### src/rtl/core/tbsm_pkg.sv
// ---------------------------------------------------------------------------
// tbsm_pkg - shared types and constants
// Register indexes, item and limit codes, value limits and reset values
// for the two-button settings menu.
// ---------------------------------------------------------------------------
package tbsm_pkg;

   localparam int CSR_INDEX_WIDTH = 2;
   localparam int CSR_DATA_WIDTH  = 8;
   localparam int REQ_DATA_WIDTH  = 8;
   localparam int RSP_DATA_WIDTH  = 32;

   localparam logic [CSR_INDEX_WIDTH-1:0] REG_EXIT_HOLD     = 2'd0;
   localparam logic [CSR_INDEX_WIDTH-1:0] REG_ENTRY_HOLDOFF = 2'd1;
   localparam logic [CSR_INDEX_WIDTH-1:0] REG_EXIT_HOLDOFF  = 2'd2;

   localparam logic [7:0] EXIT_HOLD_RESET     = 8'd10;
   localparam logic [7:0] ENTRY_HOLDOFF_RESET = 8'd10;
   localparam logic [7:0] EXIT_HOLDOFF_RESET  = 8'd20;

   localparam logic [1:0] ITEM_HALT  = 2'd0;
   localparam logic [1:0] ITEM_ANGLE = 2'd1;
   localparam logic [1:0] ITEM_REST  = 2'd2;

   localparam logic [1:0] LIMIT_NONE = 2'd0;
   localparam logic [1:0] LIMIT_LOW  = 2'd1;
   localparam logic [1:0] LIMIT_HIGH = 2'd2;

   localparam logic [10:0] HALT_MIN   = 11'd100;
   localparam logic [10:0] HALT_MAX   = 11'd2000;
   localparam logic [10:0] HALT_STEP  = 11'd100;
   localparam logic [10:0] HALT_RESET = 11'd1000;

   localparam logic [6:0] ANGLE_MIN   = 7'd10;
   localparam logic [6:0] ANGLE_MAX   = 7'd70;
   localparam logic [6:0] ANGLE_STEP  = 7'd5;
   localparam logic [6:0] ANGLE_RESET = 7'd45;

   localparam logic [8:0] REST_MARGIN    = 9'd10;
   localparam logic [8:0] REST_SPAN_HIGH = 9'd170;
   localparam logic [7:0] REST_STEP      = 8'd5;
   localparam logic [7:0] REST_RESET     = 8'd90;

   typedef struct packed {
      logic [10:0] halt;
      logic [6:0]  angle;
      logic [7:0]  rest;
   } settings_type;

endpackage

### src/rtl/core/tbsm_adjust.sv
// ---------------------------------------------------------------------------
// tbsm_adjust - one edit step on the selected setting
// Applies a decrease then an increase to the selected value, each only
// while the value is inside its limits, and reports a refused step.
// ---------------------------------------------------------------------------
module tbsm_adjust
   import tbsm_pkg::*;
(
   input  logic [1:0]   sel,
   input  logic         down,
   input  logic         up,
   input  settings_type cur,
   output settings_type nxt,
   output logic [1:0]   hit
);

   settings_type mid;

   always_comb begin
      mid = cur;
      nxt = cur;
      hit = LIMIT_NONE;
      if (down) begin
         case (sel)
            ITEM_HALT: begin
               if (cur.halt > HALT_MIN) mid.halt = cur.halt - HALT_STEP;
               else hit = LIMIT_LOW;
            end
            ITEM_ANGLE: begin
               if (cur.angle > ANGLE_MIN) mid.angle = cur.angle - ANGLE_STEP;
               else hit = LIMIT_LOW;
            end
            default: begin
               if ({1'b0, cur.rest} > REST_MARGIN + {2'b0, cur.angle})
                  mid.rest = cur.rest - REST_STEP;
               else hit = LIMIT_LOW;
            end
         endcase
      end
      nxt = mid;
      // increase sees the value left by the decrease
      if (up) begin
         case (sel)
            ITEM_HALT: begin
               if (mid.halt < HALT_MAX) nxt.halt = mid.halt + HALT_STEP;
               else hit = LIMIT_HIGH;
            end
            ITEM_ANGLE: begin
               if (mid.angle < ANGLE_MAX) nxt.angle = mid.angle + ANGLE_STEP;
               else hit = LIMIT_HIGH;
            end
            default: begin
               if ({1'b0, mid.rest} + {2'b0, mid.angle} < REST_SPAN_HIGH)
                  nxt.rest = mid.rest + REST_STEP;
               else hit = LIMIT_HIGH;
            end
         endcase
      end
   end

endmodule

### src/rtl/core/two_button_settings_menu.sv
// ---------------------------------------------------------------------------
// two_button_settings_menu - settings menu driven by two buttons
// Takes one button sample per request and returns the menu state after it.
//
// req_ carries one sample of both button levels. Each accepted request
// gives exactly one response on rsp_ with the selected item, the edit flag,
// the three settings and a limit code for a refused step.
// The response is registered in the response register, or in the skid
// register while the receiver stalls. A request can be accepted every cycle
// while the skid entry is empty; the menu state and the response or skid register update in the same edge.
// A two-entry output (response register plus skid register) keeps req_tready
// a plain register output: a stalled receiver fills the skid entry and only
// then is req_tready dropped, until the receiver drains it.
// Reset clears the menu to item 0, out of edit mode, settings at 1000 ms,
// 45 and 90 degrees, the first sample only loading the button levels, and
// the csr_ registers to their defaults. Write csr_ only while idle.
// ---------------------------------------------------------------------------
module two_button_settings_menu
   import tbsm_pkg::*;
(
   input  logic                       clock,
   input  logic                       reset,
   input  logic                       req_tvalid,
   output logic                       req_tready,
   // [0] button_one, [1] button_two, [7:2] zero
   input  logic [REQ_DATA_WIDTH-1:0]  req_tdata,
   output logic                       rsp_tvalid,
   input  logic                       rsp_tready,
   // [1:0] menu_item, [2] editing, [13:3] halt_time_ms, [20:14] separation_deg,
   // [28:21] rest_deg, [30:29] limit_hit, [31] zero
   output logic [RSP_DATA_WIDTH-1:0]  rsp_tdata,
   input  logic                       csr_wr_en,
   input  logic [CSR_INDEX_WIDTH-1:0] csr_index,
   input  logic [CSR_DATA_WIDTH-1:0]  csr_data
);

   // configuration
   logic [7:0] exit_hold_ff, entry_holdoff_ff, exit_holdoff_ff;

   // menu state
   logic [1:0]   item_ff, item_in;
   logic         edit_ff, edit_in;
   logic [1:0]   prev_ff, prev_in;
   logic         resync_ff, resync_in;
   logic [7:0]   hold_ff, hold_in;
   logic [7:0]   holdoff_ff, holdoff_in;
   settings_type set_ff, set_in;

   // output stage
   logic                      out_valid_ff, skid_valid_ff;
   logic [RSP_DATA_WIDTH-1:0] out_data_ff, skid_data_ff;
   logic [RSP_DATA_WIDTH-1:0] rsp_word;

   logic       push, pop;
   logic       b1, b2;
   logic       fall1, fall2;
   logic       process, edit_step;
   logic       adj_down, adj_up;
   logic [1:0] adj_hit, hit;
   logic [7:0] hold_step, need;
   settings_type adj_set;

   assign req_tready = !skid_valid_ff;
   assign push       = req_tvalid && req_tready;
   assign pop        = rsp_tvalid && rsp_tready;

   assign b1 = req_tdata[0];
   assign b2 = req_tdata[1];

   assign process   = (holdoff_ff == 8'd0) && !resync_ff;
   assign edit_step = process && edit_ff;
   assign fall1     = prev_ff[0] && !b1;
   assign fall2     = prev_ff[1] && !b2;
   assign adj_down  = edit_step && fall1 && !b2;
   assign adj_up    = edit_step && fall2 && !b1;
   assign need      = (exit_hold_ff == 8'd0) ? 8'd1 : exit_hold_ff;

   tbsm_adjust u_adjust (
      .sel  (item_ff),
      .down (adj_down),
      .up   (adj_up),
      .cur  (set_ff),
      .nxt  (adj_set),
      .hit  (adj_hit)
   );

   always_comb begin
      hold_step = hold_ff;
      if (fall1 || fall2) hold_step = 8'd0;
      if ((b1 || b2) && hold_step != 8'hFF) hold_step = hold_step + 8'd1;
   end

   always_comb begin
      item_in    = item_ff;
      edit_in    = edit_ff;
      prev_in    = prev_ff;
      resync_in  = resync_ff;
      hold_in    = hold_ff;
      holdoff_in = holdoff_ff;
      set_in     = set_ff;
      hit        = LIMIT_NONE;
      if (holdoff_ff != 8'd0) begin
         holdoff_in = holdoff_ff - 8'd1;
      end else if (resync_ff) begin
         prev_in   = {b2, b1};
         resync_in = 1'b0;
      end else begin
         prev_in = {b2, b1};
         if (!edit_ff) begin
            if (fall1 && !b2) item_in = (item_ff >= ITEM_REST) ? ITEM_HALT : item_ff + 2'd1;
            if (!b1 && fall2) begin
               edit_in    = 1'b1;
               hold_in    = 8'd0;
               holdoff_in = (entry_holdoff_ff == 8'd0) ? 8'd0 : entry_holdoff_ff - 8'd1;
               resync_in  = 1'b1;
            end
         end else begin
            set_in  = adj_set;
            hit     = adj_hit;
            hold_in = hold_step;
            if (hold_step >= need) begin
               edit_in    = 1'b0;
               hold_in    = 8'd0;
               prev_in    = 2'b00;
               holdoff_in = exit_holdoff_ff;
            end
         end
      end
   end

   assign rsp_word = {1'b0, hit, set_in.rest, set_in.angle, set_in.halt, edit_in, item_in};

   always_ff @(posedge clock) begin
      if (reset) begin
         exit_hold_ff     <= EXIT_HOLD_RESET;
         entry_holdoff_ff <= ENTRY_HOLDOFF_RESET;
         exit_holdoff_ff  <= EXIT_HOLDOFF_RESET;
      end else if (csr_wr_en) begin
         case (csr_index)
            REG_EXIT_HOLD:     exit_hold_ff     <= csr_data;
            REG_ENTRY_HOLDOFF: entry_holdoff_ff <= csr_data;
            REG_EXIT_HOLDOFF:  exit_holdoff_ff  <= csr_data;
            default: ;
         endcase
      end
   end

   always_ff @(posedge clock) begin
      if (reset) begin
         item_ff    <= ITEM_HALT;
         edit_ff    <= 1'b0;
         prev_ff    <= 2'b00;
         resync_ff  <= 1'b1;
         hold_ff    <= 8'd0;
         holdoff_ff <= 8'd0;
         set_ff     <= '{halt: HALT_RESET, angle: ANGLE_RESET, rest: REST_RESET};
      end else if (push) begin
         item_ff    <= item_in;
         edit_ff    <= edit_in;
         prev_ff    <= prev_in;
         resync_ff  <= resync_in;
         hold_ff    <= hold_in;
         holdoff_ff <= holdoff_in;
         set_ff     <= set_in;
      end
   end

   always_ff @(posedge clock) begin
      if (reset) begin
         out_valid_ff  <= 1'b0;
         skid_valid_ff <= 1'b0;
      end else if (pop) begin
         if (skid_valid_ff) begin
            out_valid_ff  <= 1'b1;
            skid_valid_ff <= 1'b0;
         end else begin
            out_valid_ff <= push;
         end
      end else if (!out_valid_ff) begin
         out_valid_ff <= push;
      end else if (push) begin
         skid_valid_ff <= 1'b1;
      end
   end

   always_ff @(posedge clock) begin
      if (pop && skid_valid_ff) begin
         out_data_ff <= skid_data_ff;
      end else if (push && (pop || !out_valid_ff)) begin
         out_data_ff <= rsp_word;
      end
      if (push && out_valid_ff && !pop) begin
         skid_data_ff <= rsp_word;
      end
   end

   assign rsp_tvalid = out_valid_ff;
   assign rsp_tdata  = out_data_ff;

   // skid entry is only ever filled behind a waiting response
   a_skid_behind_out: assert property (@(posedge clock) disable iff (reset)
      skid_valid_ff |-> out_valid_ff)
      else $error("skid entry valid without a response");

   // hold counting only happens in edit mode
   a_hold_in_edit: assert property (@(posedge clock) disable iff (reset)
      (hold_ff != 8'd0) |-> edit_ff)
      else $error("hold count set outside edit mode");

   // an ignored sample only counts the hold-off down
   a_holdoff_count: assert property (@(posedge clock) disable iff (reset)
      (push && holdoff_ff != 8'd0) |=> (holdoff_ff == $past(holdoff_ff) - 8'd1)
         && $stable(set_ff) && $stable(item_ff))
      else $error("ignored sample changed the menu");

   // halt time stays on its range
   a_halt_range: assert property (@(posedge clock) disable iff (reset)
      (set_ff.halt >= HALT_MIN) && (set_ff.halt <= HALT_MAX))
      else $error("halt time out of range");

endmodule
### config.mk
export PLATFORM = sky130hd
export DESIGN_NAME = two_button_settings_menu
export DESIGN_NICKNAME = d
export VERILOG_FILES = /design/src/rtl/core/tbsm_pkg.sv /design/src/rtl/core/tbsm_adjust.sv /design/src/rtl/core/two_button_settings_menu.sv
export SDC_FILE = /design/constraint.sdc
export NUM_CORES = 1
export LEC_CHECK = 0
export BUFFER_PORTS_ARGS = -buffer_cell sky130_fd_sc_hd__buf_2
export CORE_MARGIN = 2
export CORE_UTILIZATION = 35
export DETAILED_ROUTE_END_ITERATION = 10
export GPL_ROUTABILITY_DRIVEN = 0
export PLACE_DENSITY = 0.58
export SYNTH_ARGS = -nofsm -noshare
export SYNTH_HDL_FRONTEND = slang
export SYNTH_HIERARCHICAL = 1
export SYNTH_SLANG_ARGS = --single-unit
### constraint.sdc
create_clock -name clock -period 7.4 [get_ports clock]
set_input_delay 0 -clock clock [delete_from_list [all_inputs] [get_ports clock]]
set_output_delay 0 -clock clock [all_outputs]
set_load 0.01 [all_outputs]
Word-level counts from Yosys, hierarchy flattened
Cells that the tools add are included.
Operators by class
  $add $sub $neg: 12
  multipliers: 0
  divide/modulo/power cells: 0
  $lt $le $gt $ge: 8
  equal/unequal tests: 6
  shift operators: 0
  mux-type cells: 62
  bitwise gates (word level): 2
  reduce and logical (&&, ||, !) cells: 44
Operators by type and width (number)
  2-to-1 mux 26 bit: 5
  2-to-1 mux 8 bit: 16
  2-to-1 mux 31 bit: 2
  2-to-1 mux 11 bit: 4
  2-to-1 mux 2 bit: 16
  2-to-1 mux 7 bit: 4
  zero test 8 bit: 3
  logical AND 1 bit: 17
  subtractor 8 x 1 -> 8 bit (second input constant): 2
  2-to-1 mux 1 bit: 13
  adder 11 x 7 -> 11 bit (second input constant): 1
  > comparator 11 x 7 -> 1 bit (second input constant): 1
  < comparator 11 bit (second input constant): 1
  subtractor 11 x 7 -> 11 bit (second input constant): 1
  AND reduction 2 bit: 5
  adder 8 x 7 -> 9 bit: 1
  > comparator 8 x 9 -> 1 bit: 1
  < comparator 9 x 8 -> 1 bit (second input constant): 1
  adder 4 x 7 -> 8 bit (first input constant): 1
  adder 8 x 1 -> 8 bit (second input constant): 1
  adder 8 x 3 -> 8 bit (second input constant): 1
  greater-or-equal comparator 8 bit: 1
  inequality test 8 bit (second input constant): 1
  one-hot mux 2 bit (2 select lines): 2
  other kinds (20): 33
Storage, ports and cells
  bits in registers: 136
  bits in latches: 0
  RAM bits: 0
  ROM bits: 0
  output and inout port bits: 34
  memories kept: 0

Depth between registers and ports, before layout
Gate-level depths: netlist (run 1).
  depth after elaboration: 16
  gate-level depth with buffers: 28
  gate-level depth less buffers: 26

Hierarchy
Netlist (run 1), hierarchy kept.
Modules (own cells, without submodules)
  two_button_settings_menu: times used 1, cells each 579, area an instance 6249.7 um^2, sequential area each 3343.2 um^2
  tbsm_adjust: times used 1, cells each 298, area an instance 2048.2 um^2, sequential area each 0.0 um^2

Worst setup path after synthesis (run 1)
OpenSTA, ideal clock, no wires.
  path type: register to register
  start point: register holdoff_ff[0]
  end point: register out_data_ff[22], in the netlist rsp_tdata[22] (data pin)
  arrival time: 5.848 ns
  required time: 7.140 ns
  path slack: 1.292 ns
  cell stages (with the launch flop): 27
  buffers on the path: 2
  clock period less this slack: 6.108 ns
  path through: dfxtp_1 -> inv_1 -> ha_1 -> or4b_4 -> or2_1 -> buf_6 -> nor3_4 -> buf_6 -> and3_1 -> nand2_1 -> nor3_1 -> a21boi_1 -> nor2_1 -> xnor2_1 -> and2_1 -> fa_1 -> a21o_1 -> a21oi_1 -> o21bai_1 -> a21o_1 -> or3_1 -> o22ai_1 -> a21oi_2 -> nor2_1 -> mux2_1 -> mux2_2 -> mux2_2
RTL lines
  start, declared: RTL line two_button_settings_menu.sv:46  | logic [7:0] holdoff_ff, holdoff_in;
  start signal, assigned: RTL line two_button_settings_menu.sv:163  | holdoff_ff <= holdoff_in;
  end signal, assigned: RTL line two_button_settings_menu.sv:188  | out_data_ff <= skid_data_ff;
  end signal, assigned: RTL line two_button_settings_menu.sv:190  | out_data_ff <= rsp_word;
  end, declared: RTL line two_button_settings_menu.sv:51  | logic [RSP_DATA_WIDTH-1:0] out_data_ff, skid_data_ff;

==> results of run 1 <==
-- how the worst min path moves through the flow --
stage / end / slack [ns] / cells after the start
6_report: exit_hold_ff[1]$_SDFFE_PP1P_ / 0.11 / 5
5_1_grt: exit_hold_ff[0]$_SDFFE_PP0P_ / 0.13 / 5
4_1_cts: exit_hold_ff[1]$_SDFFE_PP1P_ / 0.1 / 5
3_5_place_dp: skid_valid_ff$_SDFFE_PP0P_ / 0.24 / 2
3_3_place_gp: skid_valid_ff$_SDFFE_PP0P_ / 0.23 / 2
2_1_floorplan: skid_valid_ff$_SDFFE_PP0P_ / 0.1 / 1
-- layout by cell type, fill, tap and decap left out, types with 17 or more instances in the layout --
cell type  instances
o21ai_0           23
nor3_1            21
nand3b_1          20
dfxtp_1           74
nor2_1            87
a21oi_1           58
nand2_1           92
ha_1              36
xor2_1            19
edfxtp_1          62
xnor2_1           25
buf_2             49
mux2_2            50
mux2i_1           17
inv_1             52
clkbuf_16         18
-- per-stage QoR --
| stage | hold WS (ns) | setup WS [ns] | std cells |
|---|---|---|---|
| after floorplan | 0.0957 | 1.29 | 877 |
| after global placement | 0.230 | 0.970 | 1217 |
| after detailed placement | 0.239 | 0.914 | 1217 |
| after CTS | 0.0963 | 0.894 | 1262 |
| after global routing | 0.129 | 0.367 | 1262 |
| final | 0.107 | 0.873 | 1262 |
-- kinds of logic (layout without fill, tap and decap cells) --
family	count (synthesis)	in the layout	synth area share, %
and+or+nand+nor	314	314	19.1
AOI/OAI and AO/OA	180	180	14.9
DFF	136	136	40.3
buffers and inverters	86	152	4.45
muxes	79	79	10.9
xor gates and xnor gates	44	44	4.64
adders and majority gates	37	37	5.67
other	1	1	0.0452
-- state kept, by name, indices dropped and copies added, names as in the netlist, 2 cells and up --
signal	flops
exit_holdoff_ff	8
exit_hold_ff	8
holdoff_ff	8
rsp_tdata	31
set_ff	26
hold_ff	8
prev_ff	2
entry_holdoff_ff	8
item_ff	2
skid_data_ff	31
-- power groups by stage --
stage	clock network (uW)	registers [uW]	logic, uW
after global placement	0	876	326
after floorplan	0	867	266
final	846	861	335
after global routing	908	866	381
after detailed placement	0	876	331
after CTS	873	860	338
-- critical path: stages, from the launching register on --
cell      delay (ns)
dfxtp_1         0.32
inv_1           0.09
ha_1            0.23
or4b_4          0.53
or2_1           0.40
nor3_4          0.17
and3_1          0.38
nand2_1         0.11
nor3_1          0.21
a21bo_2         0.25
nand2_1         0.19
nand2_1         0.10
xor2_1          0.41
inv_1           0.12
ha_1            0.37
o21ai_0         0.09
a21oi_1         0.15
a21oi_1         0.06
a21oi_1         0.15
o21ai_0         0.11
mux2i_1         0.18
o21bai_1        0.11
a21oi_2         0.43
nor2_1          0.16
mux2_1          0.37
mux2_2          0.28
mux2_2          0.27
-- metal layers --
layer,wire [microns],share of wire (%)
met5,0,0
met1,9400,49
met3,699,3.7
met4,184,0.96
met2,8830,46
-- cell type report --
class / count / area share [%]
Sequential cell: 136 / 35.0
Clock inverter: 14 / 1.44
Tap cell: 319 / 4.18
Multi-Input combinational cell: 655 / 48.2
Inverter: 53 / 2.08
Clock buffer: 18 / 4.72
Timing Repair Buffer: 67 / 4.33
==> metrics.md, run 1 <==
| Metric | Value |
|---|---|
| Syn nets | between 900 and 1000 |
| Final wirelength | about 19 mm |
| Final core occ | about 41% |
| Largest area contributor in the netlist | edfxtp_1 |
| Slew margin rel. | between 20% and 30% |
| Clock sink count | ~140 |
| R2r setup slk | between 0.8 and 0.9 ns |
| Final Hold Violating Endpoints | 0 |
| P_leak | 0.00373 uW |
| Power per cell area | 214 nW/um^2 |
| Worst setup SP type | flip-flop |
| Max-Cap Viols | 0 |
| Initial Utilization | between 30% and 40% |
| Port bufs | 49 |
| Die Span X | approximately 160 microns |
| Total power | about 2000 uW |
| Detail Route Antenna Nets | 0 |
| Post-Syn Instances | between 800 and 900 |
| Synth Flop Type | dfxtp_1 |
| End of the critical path | rsp_tdata[22]$_DFFE_PP_ |
| Clk Latency, worst-skew pair | 0.43 ns |
| Hold Crit Class | in2reg |
| Final period util | between 80% and 90% |
| Worst-case clock buffer depth | 2 |
| VDD IR max | approximately 0.14 mV |
| CTS tree | built |
| CP max FO | 10 |
| Pin count of the biggest net entering global routing | approximately 80 |
| Synth async-reset ratio | 0% |
| Reported net switching power | about 600 uW |
| Clock Skews | roughly 0.013 ns |
| Status | finished, final reports clean |
| Residual DRC count | 0 |
| Antenna cells | 0 |
| Post-CTS Setup Bufs | 0 |
| Router iterations before antenna repair | 5 |
| Fillers | 2342 |
| Met1 GRT Util | between 20 and 25% |
| Rows | between 50 and 60 |
| Synthesis-stage register bit count | about 140 |
| M2 GR Usage | about a quarter |
| H-Tree Level Count | 4 |
| Worst slew pin tran | approximately 1.2 ns |
| Post-synth top cells | nand2_1 (92), nor2_1 (87), dfxtp_1 (74) |
| Area Overhead vs Synth | 15.0% |
| Multi-input gate area | 4600 sq um |
| Worst r2r path cells | 26 |
| Post-CTS Resized | 0 |
| Die area | approximately 25000 sq um |
| Drt wl/cell | roughly 15 microns |
| Number of synthesized flops with an enable pin | between 60 and 70 |
| Reg2Reg Capture Point | rsp_tdata[22]$_DFFE_PP_ |
| Gate power share | 16.4% |
| Setup TNS | 0 ns |
| Clock Power Share | about 41% |
| Hpwl dp | 13.2 mm |
| Setup crit start | holdoff_ff[0]$_SDFFE_PP0P_ |
| Total gr overflow | 0 |
| Syn avg cell area | 9.46 sq um |
| I/O pin count | 57 |
| Yosys synthesis warning count | 6 |
| Synth top area cells | edfxtp_1 (22%), dfxtp_1 (18%), mux2_2 (6.8%), ha_1 (5.4%), nand2_1 (4.2%) |
| Design Area, Final | approximately 9500 sq um |
| Worst path arrival time | roughly 6.7 ns |
| TritonCTS buffer count | 17 |
| First-pass GRT wire length | around 32 mm |
| Dpl cell area | about 8800 sq um |
| RSZ-0062 raised after global routing | false |
| Net count, final | between 900 and 1000 |
| Vias | between 6000 and 7000 |
| # setup viols final | 0 |
| Switching share of power | 29.2% |
| Seq/Total Area, Yosys | approximately two fifths |
| Max Slew Vio Count | 0 |
| GRT Overall Usage | between 10% and 20% |
| Top cell type's share of synthesized area | 22.4% |
| CTS clk-pin slew, worst paths | about 0.070 ns |
| Hold Path Origin | csr_index[0] |
| Worst R2R Start | holdoff_ff[0]$_SDFFE_PP0P_ |
| Max Fclk | between 150 and 200 MHz |
| Distinct cells, synth | between 70 and 80 |
| Vias per std cell | roughly 5.2 |
| Mapped cell area | about 8300 sq um |
| CTS Hold Buffers Added | 13 |
| CP required | ~7.6 ns |
| Initial antenna violation count | 0 |
| Core Area | approximately 23000 sq um |
| Vias in the first global route | roughly 6200 |
| CTS Root Cell | clkbuf_16 |
| Seq pwr share | around 42% |
| Top-count cell post-synth | nand2_1 |
| Area occupied by registers | between 3000 and 4000 sq um |
| Critical path class | reg2reg |
| Internal | 1450 uW |
| Share of layout cells above drive strength 1 | between 10% and 20% |
| Die H | between 150 and 200 microns |
| Met3 GRT Util | between 3 and 4% |
| Initial DRC count | about 360 |
| Critical path capture point type | flip-flop |
| GRT Max-Usage Layer | met2 |
| Min Tclk post-route | roughly 6.5 ns |
Note: power is estimated with default switching activity, not from simulation.
==> run 2: changes to the inputs <==
--- a/config.mk
+++ b/config.mk
@@ -5,7 +5,7 @@
 export SDC_FILE = /design/constraint.sdc
 export NUM_CORES = 1
 export LEC_CHECK = 0
-export BUFFER_PORTS_ARGS = -buffer_cell sky130_fd_sc_hd__buf_2
+export BUFFER_PORTS_ARGS = -buffer_cell sky130_fd_sc_hd__buf_4
 export CORE_MARGIN = 2
 export CORE_UTILIZATION = 35
 export DETAILED_ROUTE_END_ITERATION = 10
==> metrics.md, run 2 (synthesis results as in run 1) <==
| Metric | Value |
|---|---|
| Status | finished, final reports clean |
| Die area | between 20000 and 25000 sq um |
| Final cell count without fillers | about 1300 |
| Die H | roughly 160 microns |
| Net count, final | 990 |
| Hold Path End | exit_hold_ff[1]$_SDFFE_PP1P_ |
| Detail Route Antenna Nets | 0 |
| Antenna cells | 0 |
| Post-CTS Resized | 0 |
| Final period util | between 80 and 90% |
| Vias in the first global route | about 6200 |
| Hold Crit Depth | 5 |
| Fillers | around 2400 |
| Max Slew Vio Count | 0 |
| Area occupied by registers | about 3300 sq um |
| Residual DRC count | 0 |
| Clock Skews | approximately 0.014 ns |
| Slew margin rel. | approximately a quarter |
| Clk Latency, worst-skew pair | roughly 0.43 ns |
| CP max FO | 10 |
| Vias per std cell | 5.17 |
| Die Span X | approximately 160 microns |
| Max-Cap Viols | 0 |
| Worst R2R Start | holdoff_ff[0]$_SDFFE_PP0P_ |
| Critical path class | reg2reg |
| Router iterations before antenna repair | 4 |
| Total gr overflow | 0 |
| Worst path arrival time | between 6 and 7 ns |
| CP peak stage delay | 0.53 ns |
| Area Overhead vs Synth | 16.3% |
| Critical path capture point type | flip-flop |
| Share of layout cells above drive strength 1 | 17.7% |
| Core Area | around 23000 sq um |
| Power per cell area | 212 nW/um^2 |
| I/O pin count | 57 |
| GRT Overall Usage | ~16% |
| Port bufs | slightly below 50 |
| Hpwl dp | roughly 13 mm |
| VDD IR max | roughly 0.14 mV |
| CTS tree | built |
| R2r setup slk | 0.90 ns |
| Design Area, Final | 9650 sq um |
| Worst setup SP type | flip-flop |
| Initial Utilization | approximately 35% |
| CTS clk-pin slew, worst paths | 0.07 ns |
| Slowest stage cell, crit path | or4b_4 |
| Max Fclk | around 150 MHz |
| Final wirelength | roughly 19 mm |
| Reg2Reg Capture Point | rsp_tdata[22]$_DFFE_PP_ |
| Min Tclk post-route | approximately 6.5 ns |
| First-pass GRT wire length | between 30 and 40 mm |
| Worst-case clock buffer depth | 2 |
| Multi-input gate area | between 4000 and 5000 sq um |
| Worst r2r path cells | 25 |
| # setup viols final | 0 |
| Hold Crit Class | in2reg |
| Total power | ~2000 uW |
| Setup crit start | holdoff_ff[0]$_SDFFE_PP0P_ |
| Hold Path Origin | csr_index[1] |
| Initial antenna violation count | 0 |
| Placed cells | between 1000 and 1500 |
| Commonest non-fill, non-tap cell in the layout | nand2_1 |
| Worst slew pin tran | about 1.2 ns |
| P_leak | 0.00377 uW |
| Initial DRC count | 377 |
| Final Hold Violating Endpoints | 0 |
| Clock sink count | ~140 |
| Rows | 56 |
| CP required | approximately 7.6 ns |
| Most frequent cells in the layout | nand2_1 (92), nor2_1 (87), dfxtp_1 (74), edfxtp_1 (62), a21oi_1 (58) |
| Setup TNS | 0 ns |
| CTS Root Cell | clkbuf_16 |
| Pin count of the biggest net entering global routing | around 80 |
| RSZ-0062 raised after global routing | false |
| Dpl cell area | between 8000 and 9000 sq um |
| Drt wl/cell | ~15 microns |
| H-Tree Level Count | 4 |
| Vias | approximately 6500 |
| TritonCTS buffer count | 17 |
-- run 2: changes by cell type in the layout (fill, tap and decap cells not counted) --
cell	delta
buf_4	+49
clkinv_4	-5
inv_6	+2
bufinv_16	-1
clkinvlp_4	+1
buf_2	-49
inv_8	+3
-- run 2: worst max-delay path by stage --
stage	endpoint	slack, ns	cells after the start
finish	rsp_tdata[22]$_DFFE_PP_	0.90	25
global route	rsp_tdata[22]$_DFFE_PP_	0.44	26
CTS	rsp_tdata[22]$_DFFE_PP_	0.92	25
detailed placement	rsp_tdata[22]$_DFFE_PP_	0.93	25
global placement	rsp_tdata[22]$_DFFE_PP_	1.02	25
floorplan	rsp_tdata[22]$_DFFE_PP_	1.29	26
-- run 2: per-layer routing --
layer	part of all wire, %	track usage [%]	vias to the layer above
li1	-	-	3301
met5	0	0	-
met2	46	25.3	96
met1	50	21.9	3106
met4	1.3	5.06	0
met3	2.7	2.63	17
-- run 2: layout make-up --
type	instances	share of cell area, %
flip-flops and latches	136	34.6
multi-input cells	655	47.7
clock inverters	14	1.27
inverters	53	2.06
well taps	319	4.14
repair buffers	67	5.55
clock buffers	18	4.67
-- run 2: worst max-delay path, delay by kind of cell, from the launching register on --
| family | cells | cell delay (ns) |
|---|---|---|
| AO/OA/AOI/OAI | 7 | 1.52 |
| XOR/XNOR | 2 | 0.28 |
| adder cells (fa/ha/maj) | 2 | 0.64 |
| buffers and inverters | 1 | 0.09 |
| flip-flops | 1 | 0.32 |
| multiplexers | 4 | 1.10 |
| AND/OR/NAND/NOR | 9 | 2.28 |
-- run 2: power by group --
group / switching (uW) / leakage, uW / internal (uW)
sequential: 36.5 / 0.00111 / 825
combinational: 207 / 0.00237 / 138
clock: 374 / 0.000286 / 463
total: 617 / 0.00377 / 1430
-- run 2: what timing repair did --
| item | CTS | global route |
|---|---|---|
| hold buffers | 13 | 0 |
| setup buffers | 0 | 0 |
| hold endpoints to repair | 28 | 0 |
-- run 2: through the flow --
stage / util, % / hold slack [ns] / worst slack [ns]
global route: 41.2 / 0.120 / 0.442
global placement: 38.2 / 0.209 / 1.02
floorplan: - / 0.0957 / 1.29
CTS: 41.2 / 0.0634 / 0.917
finish: 41.2 / 0.0899 / 0.901
detailed placement: 38.2 / 0.214 / 0.932
